[config.mk]
export PLATFORM = sky130hd
export DESIGN_NAME = cfd_ram
export DESIGN_NICKNAME = d
export VERILOG_FILES = /design/src/cfd_pkg.sv /design/src/cfd_ram.sv
export SDC_FILE = /design/constraint.sdc
export NUM_CORES = 2
export LEC_CHECK = 0
export BUFFER_PORTS_ARGS = -buffer_cell sky130_fd_sc_hd__buf_2
export CAP_MARGIN = 30
export CORE_ASPECT_RATIO = 0.6
export CORE_UTILIZATION = 65
export CTS_CLUSTER_SIZE = 28
export DETAILED_ROUTE_END_ITERATION = 8
export PLACE_DENSITY_LB_ADDON = 0.12
export SYNTH_ARGS = -nofsm -noshare
export SYNTH_HDL_FRONTEND = slang
export SYNTH_SLANG_ARGS = --single-unit
[constraint.sdc]
create_clock -name clk -period 5.9 [get_ports clk]
set_input_delay 1.18 -clock clk [delete_from_list [all_inputs] [get_ports clk]]
set_output_delay 1.18 -clock clk [all_outputs]
set_load 0.03 [all_outputs]
[src/cfd_pkg.sv]
package cfd_pkg;

  localparam int DATA_W = 16;
  localparam int TAPS_DEF = 64;

  // Item kinds carried on the input tuser bit.
  localparam logic CMD_SAMPLE = 1'b0;
  localparam logic CMD_COEF   = 1'b1;

  // Configuration register indexes.
  localparam int CFG_IDX_W  = 1;
  localparam int CFG_DATA_W = 13;
  localparam logic [CFG_IDX_W-1:0] REG_DECIMATION   = 1'b0;
  localparam logic [CFG_IDX_W-1:0] REG_CHUNK_LENGTH = 1'b1;

  localparam int DEC_W = 7;
  localparam int LEN_W = 13;
  localparam int PHASE_W = 6;
  localparam int POS_W = 12;
  localparam int CIDX_W = 6;

  localparam logic [DEC_W-1:0] DEC_RESET = 7'd1;
  localparam logic [DEC_W-1:0] DEC_MAX   = 7'd64;
  localparam logic [LEN_W-1:0] LEN_RESET = 13'd512;
  localparam logic [LEN_W-1:0] LEN_MAX   = 13'd4096;

  // Control from the sequencer to the multiply-accumulate unit.
  typedef struct packed {
    logic clear;
    logic en;
  } cmac_ctl_t;

endpackage

[src/cfd_ram.sv]
module cfd_ram #(
  parameter int DEPTH = cfd_pkg::TAPS_DEF,
  parameter int AW    = 6,
  parameter int WIDTH = 2 * cfd_pkg::DATA_W
) (
  input  logic             clk,
  input  logic             we,
  input  logic [AW-1:0]    waddr,
  input  logic [WIDTH-1:0] wdata,
  input  logic [AW-1:0]    raddr,
  output logic [WIDTH-1:0] q
);

  logic [WIDTH-1:0] mem [DEPTH];

  always_ff @(posedge clk) begin
    if (we) begin
      mem[waddr] <= wdata;
    end
  end

  always_ff @(posedge clk) begin
    q <= mem[raddr];
  end

endmodule

### Word-level counts from Yosys, hierarchy flattened

Memories as Yosys holds them, arrays and structs flattened. A register that Yosys moved wholly into a read port is not among the register bits.
Cells that the tools add are included.
Widths: inputs -> output; s select.

* mux-type cells: 2

Operator list (count)
* $mux 1: 2

* register bits after elaboration: 0
* bits in writable memories: 2048
* bits of input ports: 46
* output and inout port bits: 32
* word-level logic and storage cells: 3
* memories kept: 1

Memories
* mem: words 64, width 32, rd ports 1, clocked after memory_dff 1, wr ports 1, RTL line cfd_ram.sv:14 `logic [WIDTH-1:0] mem [DEPTH];`

### Depth between registers and ports, before layout

* depth after elaboration: 2
* depth in mapped cells: 10
* depth with buffers taken out: 5

### Worst setup path after synthesis

OpenSTA, ideal clock, no wires.

* kind: in2reg
* start point: input waddr[3]
* end point: memory mem[48][0] (netlist name) (enable)
* setup time: 461 ps
* data arrival time: 3879 ps
* required time: 5439 ps
* slack: 1560 ps
* stages: 4
* buffers on the path: 1
* cells stage by stage: clkbuf_1 -> nor2b_1 -> nand4b_1 -> nor3_1

RTL lines
* start: declaration: RTL line cfd_ram.sv:8 `input logic [AW-1:0] waddr,`
* end: declaration: RTL line cfd_ram.sv:14

No word-level cell before the write port.

==> summary.txt <==
Status
  • Status: complete, no violations

Clock tree
  • Post-CTS setup buffers: 0
  • Number of clock sinks: roughly 2100
  • Hold Buf Count CTS: 0
  • Clock transition at path regs: 0.07 ns
  • Gates resized, CTS repair: 0
  • TritonCTS clock tree: built
  • Clock latency at the later pin of the worst-skew pair: around 0.8 ns
  • Max clock buf depth: 3
  • Total CTS buffers: between 150 and 200
  • CTS HTree Levels: 4
  • Clock Tree Root: clkbuf_16

Finish
  • FF+latch area: a little over 60000 um2
  • Area delta synth->final: 11.76%
  • Share of layout cells above drive strength 1: 0.2998
  • Fin cells: roughly 5300
  • Area of the multi-input gates: 15980 um2
  • FILL cells: 6418
  • # nets final: 3618
  • Fin area: 87750 um2

Critical path
  • Worst R2R Start: mem[46][23]$_DFFE_PP_
  • CP cell instances: buf_8 -> buf_12 -> buf_12 -> mux4_2 -> mux4_2 -> o22ai_1 -> nor2_1
  • WS Path Type: input pin to flip-flop
  • Crit path DAT: 4.46 ns
  • Cell at the slowest stage of the critical path: buf_8
  • Critical Path RT: 6.54 ns
  • Endpoint class of the critical path: flip-flop
  • Critical path's top delay family: buffers and inverters
  • Flop-to-flop setup slack: 3.53 ns
  • Reg2reg path depth: 4
  • CP peak stage delay: 0.66 ns
  • Crit path capture: q[23]$_DFF_P_
  • Crit path depth: 7
  • Setup crit start kind: input pin
  • CP Buf/Inv Count: 3
  • Critical Path Fanout Max: 60
  • Setup crit start: raddr[0]
  • RR Endpoint: q[23]$_DFF_P_

Routing
  • Antenna-violating nets left: 0
  • Vias per cell: 7.183
  • Routed WL: 202000 um
  • Vias: ~38000
  • Drt wl/cell: 38.01 um
  • Number of remaining DRC errors: 0
  • Starting DRT DRC Count: 6412
  • Drt first pass iters: 6

Floorplan
  • Area of the die: between 100000 and 150000 um2
  • Core Region: 119400 um2
  • Initial Utilization: 0.6574
  • # rows: 98
  • Die X: around 450 um
  • Chip Height: 271.2 um
  • Ports: just under 80

Timing
  • Fin. Hold Viols: 0
  • RSZ-0062 raised after global routing: false
  • Peak Freq: around 260 MHz
  • Slew Viols, Final: 0
  • Slew margin rel.: 0.2599
  • Tcrit/Tclk final: 0.6484
  • Final hold slack: 0.7857 ns
  • Worst Tran Pin Value: 1.106 ns
  • Final Skew: 0.03832 ns
  • Final setup vio count: 0
  • Minimum clock period: 3.826 ns
  • Final setup TNS: 0 ns

Synth
  • Cell variety after synth: 34
  • Sequential area share after synthesis: 0.7914
  • Mapped Cells: roughly 3300
  • Top_reg_cell synth: edfxtp_1
  • Post-Syn Area: between 70000 and 80000 um2
  • Ys Warns: 0
  • Mapped Nets: 3370
  • Post-synthesis async set-or-reset flop share: 0
  • Mapped Avg Cell Area: 23.62 um2
  • Flops & latches, synth: 2080
  • Post-synth EDFFs: 2048

Power
  • Pwr dens: 334.9 nW/um2
  • Leakage Power: 0.02738 uW
  • Max VDD drop: ~260 uV
  • Total Power: 29390 uW

Placement
  • Post-Place Cells: 4994
  • Port-buffer cells: 77
  • DP Area: just over 80000 um2
  • RD Place Congestion: 0.8798
  • Detail Placement HPWL: around 120000 um

Worst hold path
  • Hold crit path type: input pin to flip-flop
  • Hold path depth: 1

Global route
  • Antenna violations before repair: 20
  • Largest net degree at the start of global routing: 84
  • First-pass GRT wire length: 283700 um
  • Total Routing Usage GR: 0.3390
  • Congestion Overflow GR: 0
  • Vias in the first global route: 37790

Run
  • Max-Cap Viols: 0
-- report_power, final --
group          internal, uW  switching, uW  leakage, uW
Sequential            16300           62.7       0.0187
Clock                  6080           5210      0.00266
Combinational           577           1110      0.00603
-- flip-flops by register name, indices dropped and copies added (netlist names) --
signal	cells
q	32
mem	2048
-- cell usage in the layout (no fill, tap or decap), types with 3 or more instances in the layout --
master	count
o221ai_1	27
buf_2	74
nor2_1	74
or3_1	3
a311oi_1	8
a41o_1	4
mux2i_1	93
a21oi_1	62
nor3_1	5
nand3b_1	5
dfxtp_1	32
mux4_2	544
nand2_1	26
buf_4	144
o32ai_1	4
o22ai_1	84
clkinv_8	5
bufinv_16	13
or3b_2	3
nand2b_1	8
clkinv_2	30
edfxtp_1	2048
buf_8	4
a22oi_1	12
inv_6	10
clkinv_1	35
nor2_4	62
clkbuf_1	37
nor2b_1	14
clkbuf_16	174
buf_12	30
clkinvlp_4	7
and3_1	4
nand3_1	5
clkbuf_8	5
-- routing by layer --
metal	vias up	GRT usage	routed length [um]
met5	-	0	111
met4	16	0.1130	6648
met3	385	0.09916	29690
met2	2873	0.4878	90250
met1	20160	0.5112	75320
li1	14740	-	-
-- cell type report --
type                       instances  share of cell area
antenna                            1          0.00002852
clock buffer                     216             0.05199
clock inverter                   101             0.01028
multi-input combinational       1062              0.1821
sequential                      2080              0.7081
tap                             1600             0.02281
timing repair buffer             254             0.02470
-- stage by stage --
stage                     worst slack, ns  utilization
after floorplan                     1.560            -
after global placement              1.426       0.6852
after detailed placement            1.297       0.6887
after CTS                           2.125       0.7344
after global routing                2.085       0.7348
final                               2.074       0.7348
-- how the worst min path moves through the flow --
stage	start	slack (ns)	to
after floorplan	mem[12][17]$_DFFE_PP_	0.66	q[17]$_DFF_P_
final	wdata[4]	0.79	mem[56][4]$_DFFE_PP_
after global placement	mem[28][4]$_DFFE_PP_	0.77	q[4]$_DFF_P_
after CTS	wdata[25]	0.72	mem[13][25]$_DFFE_PP_
after detailed placement	mem[28][20]$_DFFE_PP_	0.84	q[20]$_DFF_P_
after global routing	wdata[25]	0.78	mem[10][25]$_DFFE_PP_
-- cells in the mapped netlist, types with 12 or more instances --
| cell type | instances | area, um2 |
|---|---|---|
| buf_1 | 21 | 78.83 |
| o22ai_1 | 84 | 525.5 |
| nand2_1 | 26 | 97.59 |
| o221ai_1 | 27 | 236.5 |
| buf_4 | 25 | 187.7 |
| edfxtp_1 | 2048 | 61500 |
| a22oi_1 | 12 | 90.09 |
| a21oi_1 | 62 | 310.3 |
| mux4_2 | 544 | 12250 |
| buf_2 | 57 | 285.3 |
| mux2i_1 | 93 | 930.9 |
| clkbuf_1 | 74 | 277.8 |
| dfxtp_1 | 32 | 640.6 |
| nor2b_1 | 15 | 93.84 |
| nor2_1 | 137 | 514.2 |
-- cells by family (layout without fill, tap and decap cells) --
group	after synthesis	in the layout	synth area share
multiplexers	637	637	0.1679
flip-flops	2080	2080	0.7914
AO/OA/AOI/OAI	202	202	0.01673
buffers and inverters	182	571	0.01128
AND/OR/NAND/NOR	223	223	0.01265
other	0	1	0
Note: power is estimated with default switching activity, not from simulation.
