### config.mk
export PLATFORM = sky130hd
export DESIGN_NAME = cfd_cmac
export DESIGN_NICKNAME = d
export VERILOG_FILES = /design/src/cfd_pkg.sv /design/src/cfd_cmac.sv
export SDC_FILE = /design/constraint.sdc
export NUM_CORES = 2
export LEC_CHECK = 0
export ABC_AREA = 1
export ABC_CLOCK_PERIOD_IN_PS = 6400
export BUFFER_PORTS_ARGS = -buffer_cell sky130_fd_sc_hd__buf_2
export CORE_MARGIN = 3
export CORE_UTILIZATION = 50
export CTS_BUF_LIST = sky130_fd_sc_hd__clkbuf_4 sky130_fd_sc_hd__clkbuf_8
export DETAILED_ROUTE_END_ITERATION = 8
export GPL_ROUTABILITY_DRIVEN = 0
export HOLD_SLACK_MARGIN = 0.05
export PLACE_DENSITY = 0.72
export REMOVE_ABC_BUFFERS = 1
export SKIP_LAST_GASP = 1
export SYNTH_ARGS = -nofsm -noshare
export SYNTH_HDL_FRONTEND = slang
export SYNTH_SLANG_ARGS = --single-unit
### constraint.sdc
create_clock -name clk -period 6.4 [get_ports clk]
set_clock_uncertainty 0.15 [all_clocks]
set_input_delay 0.32 -clock clk [delete_from_list [all_inputs] [get_ports clk]]
set_output_delay 0.32 -clock clk [all_outputs]
set_load 0.01 [all_outputs]
### src/cfd_pkg.sv
package cfd_pkg;

  localparam int DATA_W = 16;
  localparam int TAPS_DEF = 64;

  // Item kinds carried on the input tuser bit.
  localparam logic CMD_SAMPLE = 1'b0;
  localparam logic CMD_COEF   = 1'b1;

  // Configuration register indexes.
  localparam int CFG_IDX_W  = 1;
  localparam int CFG_DATA_W = 13;
  localparam logic [CFG_IDX_W-1:0] REG_DECIMATION   = 1'b0;
  localparam logic [CFG_IDX_W-1:0] REG_CHUNK_LENGTH = 1'b1;

  localparam int DEC_W = 7;
  localparam int LEN_W = 13;
  localparam int PHASE_W = 6;
  localparam int POS_W = 12;
  localparam int CIDX_W = 6;

  localparam logic [DEC_W-1:0] DEC_RESET = 7'd1;
  localparam logic [DEC_W-1:0] DEC_MAX   = 7'd64;
  localparam logic [LEN_W-1:0] LEN_RESET = 13'd512;
  localparam logic [LEN_W-1:0] LEN_MAX   = 13'd4096;

  // Control from the sequencer to the multiply-accumulate unit.
  typedef struct packed {
    logic clear;
    logic en;
  } cmac_ctl_t;

endpackage

### src/cfd_cmac.sv
module cfd_cmac #(
  parameter int ACC_W = 40
) (
  input  logic                              clk,
  input  logic                              rst,
  input  cfd_pkg::cmac_ctl_t                ctl,
  input  logic signed [cfd_pkg::DATA_W-1:0] tr,
  input  logic signed [cfd_pkg::DATA_W-1:0] ti,
  input  logic signed [cfd_pkg::DATA_W-1:0] hr,
  input  logic signed [cfd_pkg::DATA_W-1:0] hi,
  output logic signed [ACC_W-1:0]           acc_re,
  output logic signed [ACC_W-1:0]           acc_im,
  output logic                              busy
);

  localparam int PW = 2 * cfd_pkg::DATA_W;

  logic signed [PW-1:0] p_rr;
  logic signed [PW-1:0] p_ii;
  logic signed [PW-1:0] p_ri;
  logic signed [PW-1:0] p_ir;
  logic                 pv;

  // Product stage: four 16 x 16 multipliers, registered.
  always_ff @(posedge clk) begin
    p_rr <= tr * hr;
    p_ii <= ti * hi;
    p_ri <= tr * hi;
    p_ir <= ti * hr;
  end

  always_ff @(posedge clk) begin
    if (rst) begin
      pv <= 1'b0;
    end else begin
      pv <= ctl.en;
    end
  end

  // Accumulate stage: real part takes rr - ii, imaginary part ri + ir.
  always_ff @(posedge clk) begin
    if (ctl.clear) begin
      acc_re <= '0;
      acc_im <= '0;
    end else if (pv) begin
      acc_re <= acc_re + ACC_W'(p_rr) - ACC_W'(p_ii);
      acc_im <= acc_im + ACC_W'(p_ri) + ACC_W'(p_ir);
    end
  end

  assign busy = pv;

endmodule

==> After elaboration in Yosys (flattened, before gate mapping) <==
Index checks and enable logic that the tools add are counted.
{ "totals": {"inputBits": 68, "ff_bits": 209, "wordCells": 15, "out_inout_bits": 81} }
{ "classes": {"mul": 4, "add_sub_neg": 4} }
{ "op_table": {"columns": ["cell", "count"], "rows": [
  ["multiplier 16 x 16 -> 32 bit", 4],
  ["adder 40 x 32 -> 40 bit", 3],
  ["subtractor 40 x 32 -> 40 bit", 1]
]} }

==> Depth between registers and ports, before layout <==
{ "depth": {"depth_word": 2, "depth_mapped": 26, "ltp_nobuf": 25} }

==> Least setup slack after synthesis <==
OpenSTA, ideal clock, no wires.
{ "synth_path": {"path_type": "input to register", "start": "input port tr[15] (netlist bit)", "end": "register p_rr[31]", "stages": 20, "path_buffers": 1, "t_arrival_ps": 5259, "setup_ps": 119, "t_required_ps": 6131, "slack_ps": 872, "path_cell_list": "clkbuf_1 nand2_1 inv_1 fa_1 fa_1 inv_1 fa_1 fa_1 fa_1 fa_1 inv_1 ha_1 nand2_1 nor2_1 nand2_1 or2_1 nand3_1 inv_1 nand2_1 nand2_1"} }
{ "synth_between": {"elab_chain_len": 1} }
{ "synth_lines": {"columns": ["element", "line_no", "rtl"], "rows": [
  ["start: declaration", "cfd_cmac.sv:7", "input logic signed [cfd_pkg::DATA_W-1:0] tr,"],
  ["multiplier 16 x 16 -> 32 bit", "cfd_cmac.sv:26", "p_rr <= tr * hr;"],
  ["end signal: assignment", "cfd_cmac.sv:26", null],
  ["end: declaration", "cfd_cmac.sv:18", "logic signed [PW-1:0] p_rr;"]
]} }
No other way between the ends.
A chain may end at the register's enable or synchronous reset.

==> Worst setup path after layout <==
{ "layout_path": {"start": "input port tr[15] (netlist bit)", "end": "register p_ri[23]"} }
{ "layout_between": {"elab_chain_len": 1} }
{ "layout_lines": {"columns": ["element", "line_no", "rtl"], "rows": [
  ["multiplier 16 x 16 -> 32 bit", "cfd_cmac.sv:28", "p_ri <= tr * hi;"],
  ["end signal: assignment", "cfd_cmac.sv:28", null],
  ["end: declaration", "cfd_cmac.sv:20", "logic signed [PW-1:0] p_ri;"]
]} }
No other way between the ends.

==> summary.txt <==
DRT antenna net count = 0
Number of synthesized register bits = 209
RSZ-0062 raised after global routing = false
DP HPWL = 133000 µm
Post_cts resized = 0
Multi-input gate area = 42000 µm²
Hold WC Path Type = in2reg
Slew headroom = 31.9%
Critical Path Start = tr[15]
Total track usage = 27.9%
Reg-to-reg slack, setup = 3000 ps
Die width = 339 µm
Drt drc = 2
Final Max Tran Viols = 0
Crit path required time = 6800 ps
Final setup viols = 0
Post-CTS Setup Bufs = 0
CP Capture Type = flop
Mapped Cells = 7462
Vias in the first global route = 47923
FMAX = 0.173 GHz
HP Start = tr[0]
Filler cells = 10325
Clock Path Buffers = 3
Core Rows = 121
WL per Instance = 17.3 µm
Fin. Hold Viols = 0
Max-capacitance violation count = 0
Clk Latency, worst-skew pair = 640 ps
Final min period = 5770 ps
CP Capture Point = p_ri[23]
Cell Area, Synth = 55500 µm²
Post-synthesis area per instance = 7.44 µm²
Element type at the critical path start = input pin
Number of hold buffers added after CTS = 3
Total routed wirelength = 158000 µm
Die Y = 339 µm
TritonCTS buffer count = 42
Grt ovf = 0
Clk root buf = clkbuf_8
Core ar. = 109000 µm²
Die area = 115000 µm²
First-pass GRT wire length = 255000 µm
Drt via density = 5.11
Synth cell types = 40
Period utilisation layout = 90.1%
Crit path max fanout = 10
Initial antenna violation count = 22
Setup TNS = 0 ps
Syn. warnings = 0
IO buf count = 148
# nets final = 9170
Initial DRT Pass Iterations = 9
H-tree depth = 2
Clock transition at path regs = 60 ps
Reg2Reg Capture Point = acc_re[38]
Slew @ Worst Pin = 1020 ps
Initial Utilization = 50.7%
R2R depth = 13
Largest net degree at the start of global routing = 81
Share of layout cells above drive strength 1 = 5.63%
Clock Sink Count = 209
WS Path Type = in2reg
WP data arrival = 6170 ps
Seq/Total Area, Yosys = 7.54%
Outcome = complete, but fails checks
CTS tree = built
Via count = 46408
Violated checks = DRC
Register area = 4190 µm²
Critical R2R Launch = p_rr[31]
Area Growth Syn to Fin = 7.22%
Ports = 149
Detailed Route Iter0 Violations = 4224
[critical path: stages]
cell     delay, ps
buf_2          170
buf_4          190
nand2_1        110
inv_1          110
fa_1           820
fa_1           560
buf_4          210
fa_1           460
fa_1           510
fa_1           490
inv_1           50
fa_1           510
inv_1           50
ha_1           360
nand2_1        140
nor2_1         190
inv_1          100
nor2_1         270
nand4_1        200
nand3_1        160
xor2_1         160
[layer usage]
metal / routed length (µm) / vias up / track usage, %
met5: 100 / - / 0
met4: 5210 / 14 / 8.87
met3: 15300 / 310 / 5.37
met2: 71300 / 2065 / 44.7
met1: 65600 / 22574 / 38.2
li1: - / 21445 / -
[registers in the layout, summed over array words and instances, names as in the netlist]
| signal | flops |
|---|---|
| acc_im | 40 |
| acc_re | 40 |
| busy | 1 |
| p_ii | 32 |
| p_ir | 32 |
| p_ri | 32 |
| p_rr | 32 |
[per-stage QoR]
stage	utilization (%)	worst slack (ps)	area (µm²)	std cells	hold slack, ps
global placement	53.4	154	58500	8998	320
finish	54.4	634	59500	9086	184
detailed placement	53.4	65.3	58500	8998	318
floorplan	-	1100	54700	7243	239
CTS	54.4	733	59500	9076	147
global route	54.4	292	59500	9080	189
[logic make-up after synthesis]
group                      after synthesis  synth area share [%]
and+or+nand+nor                       2659                  19.1
adders and majority gates             1533                  49.8
xor gates and xnor gates               167                  2.63
DFF                                    209                  7.54
AOI/OAI and AO/OA                      410                  4.10
buffers and inverters                 2484                  16.8
[synthesized netlist by cell type]
library cell | count | area [µm²]
ha_1 | 406 | 5080
clkbuf_1 | 210 | 788
xnor2_1 | 52 | 455
clkinv_1 | 5 | 18.8
xor2_1 | 115 | 1010
a31o_1 | 1 | 8.76
nor2_4 | 3 | 33.8
o21bai_1 | 16 | 120
o21a_1 | 3 | 22.5
inv_2 | 8 | 30.0
o21ai_1 | 11 | 55.1
nand4_1 | 46 | 288
nor2_1 | 382 | 1430
dfxtp_1 | 209 | 4180
a31oi_1 | 3 | 18.8
buf_1 | 5 | 18.8
o21ai_2 | 3 | 26.3
nor2_2 | 16 | 100
fa_1 | 1127 | 22600
o221ai_1 | 1 | 8.76
or2_1 | 5 | 31.3
o31ai_1 | 2 | 15.0
o211ai_2 | 2 | 25.0
nand3b_1 | 7 | 52.6
inv_1 | 2252 | 8450
or2_2 | 5 | 31.3
o21ai_0 | 102 | 510
nor3_1 | 29 | 145
nand2_2 | 14 | 87.6
o211ai_1 | 8 | 60.1
a21oi_2 | 8 | 70.1
nand3_1 | 211 | 1060
a21boi_0 | 8 | 60.1
nand3_2 | 9 | 90.1
buf_2 | 4 | 20.0
nor3_2 | 4 | 40.0
a21o_1 | 21 | 158
a21oi_1 | 217 | 1090
a211oi_1 | 4 | 30.0
nand2_1 | 1928 | 7240
[worst min path at each step]
stage / endpoint / slack, ps / cells after the start
CTS: p_rr[0] / 150 / 4
detailed placement: busy / 320 / 2
global placement: acc_re[0] / 320 / 2
finish: p_rr[0] / 180 / 4
global route: p_rr[0] / 190 / 4
floorplan: acc_im[1] / 240 / 1
[cell type report]
class | count | area share (%)
multi-input cells | 4769 | 70.6
inverters | 2265 | 14.3
flip-flops and latches | 209 | 7.04
repair buffers | 282 | 3.35
well taps | 1476 | 3.10
clock buffers | 58 | 1.24
clock inverters | 17 | 0.387
diodes | 10 | 0.0420
[placed cells by master (no fill, tap or decap), types with 8 or more instances in the layout]
cell	instances
a21boi_0	8
nand2_1	1928
nor2_2	16
diode_2	10
a21oi_1	217
nand2_2	14
nand3_1	211
a21o_1	21
nor3_1	29
nand4_1	46
buf_2	148
buf_12	19
o211ai_1	8
clkbuf_8	48
o21bai_1	16
a21oi_2	8
fa_1	1127
inv_2	9
ha_1	406
nand3_2	9
buf_4	112
nor2_1	382
o21ai_0	102
dfxtp_1	208
o21ai_1	11
xnor2_1	52
xor2_1	115
inv_1	2251
clkbuf_4	10
Power is not shown: default switching activity piles up to over one toggle a cycle in this logic, so the estimate is an artifact.
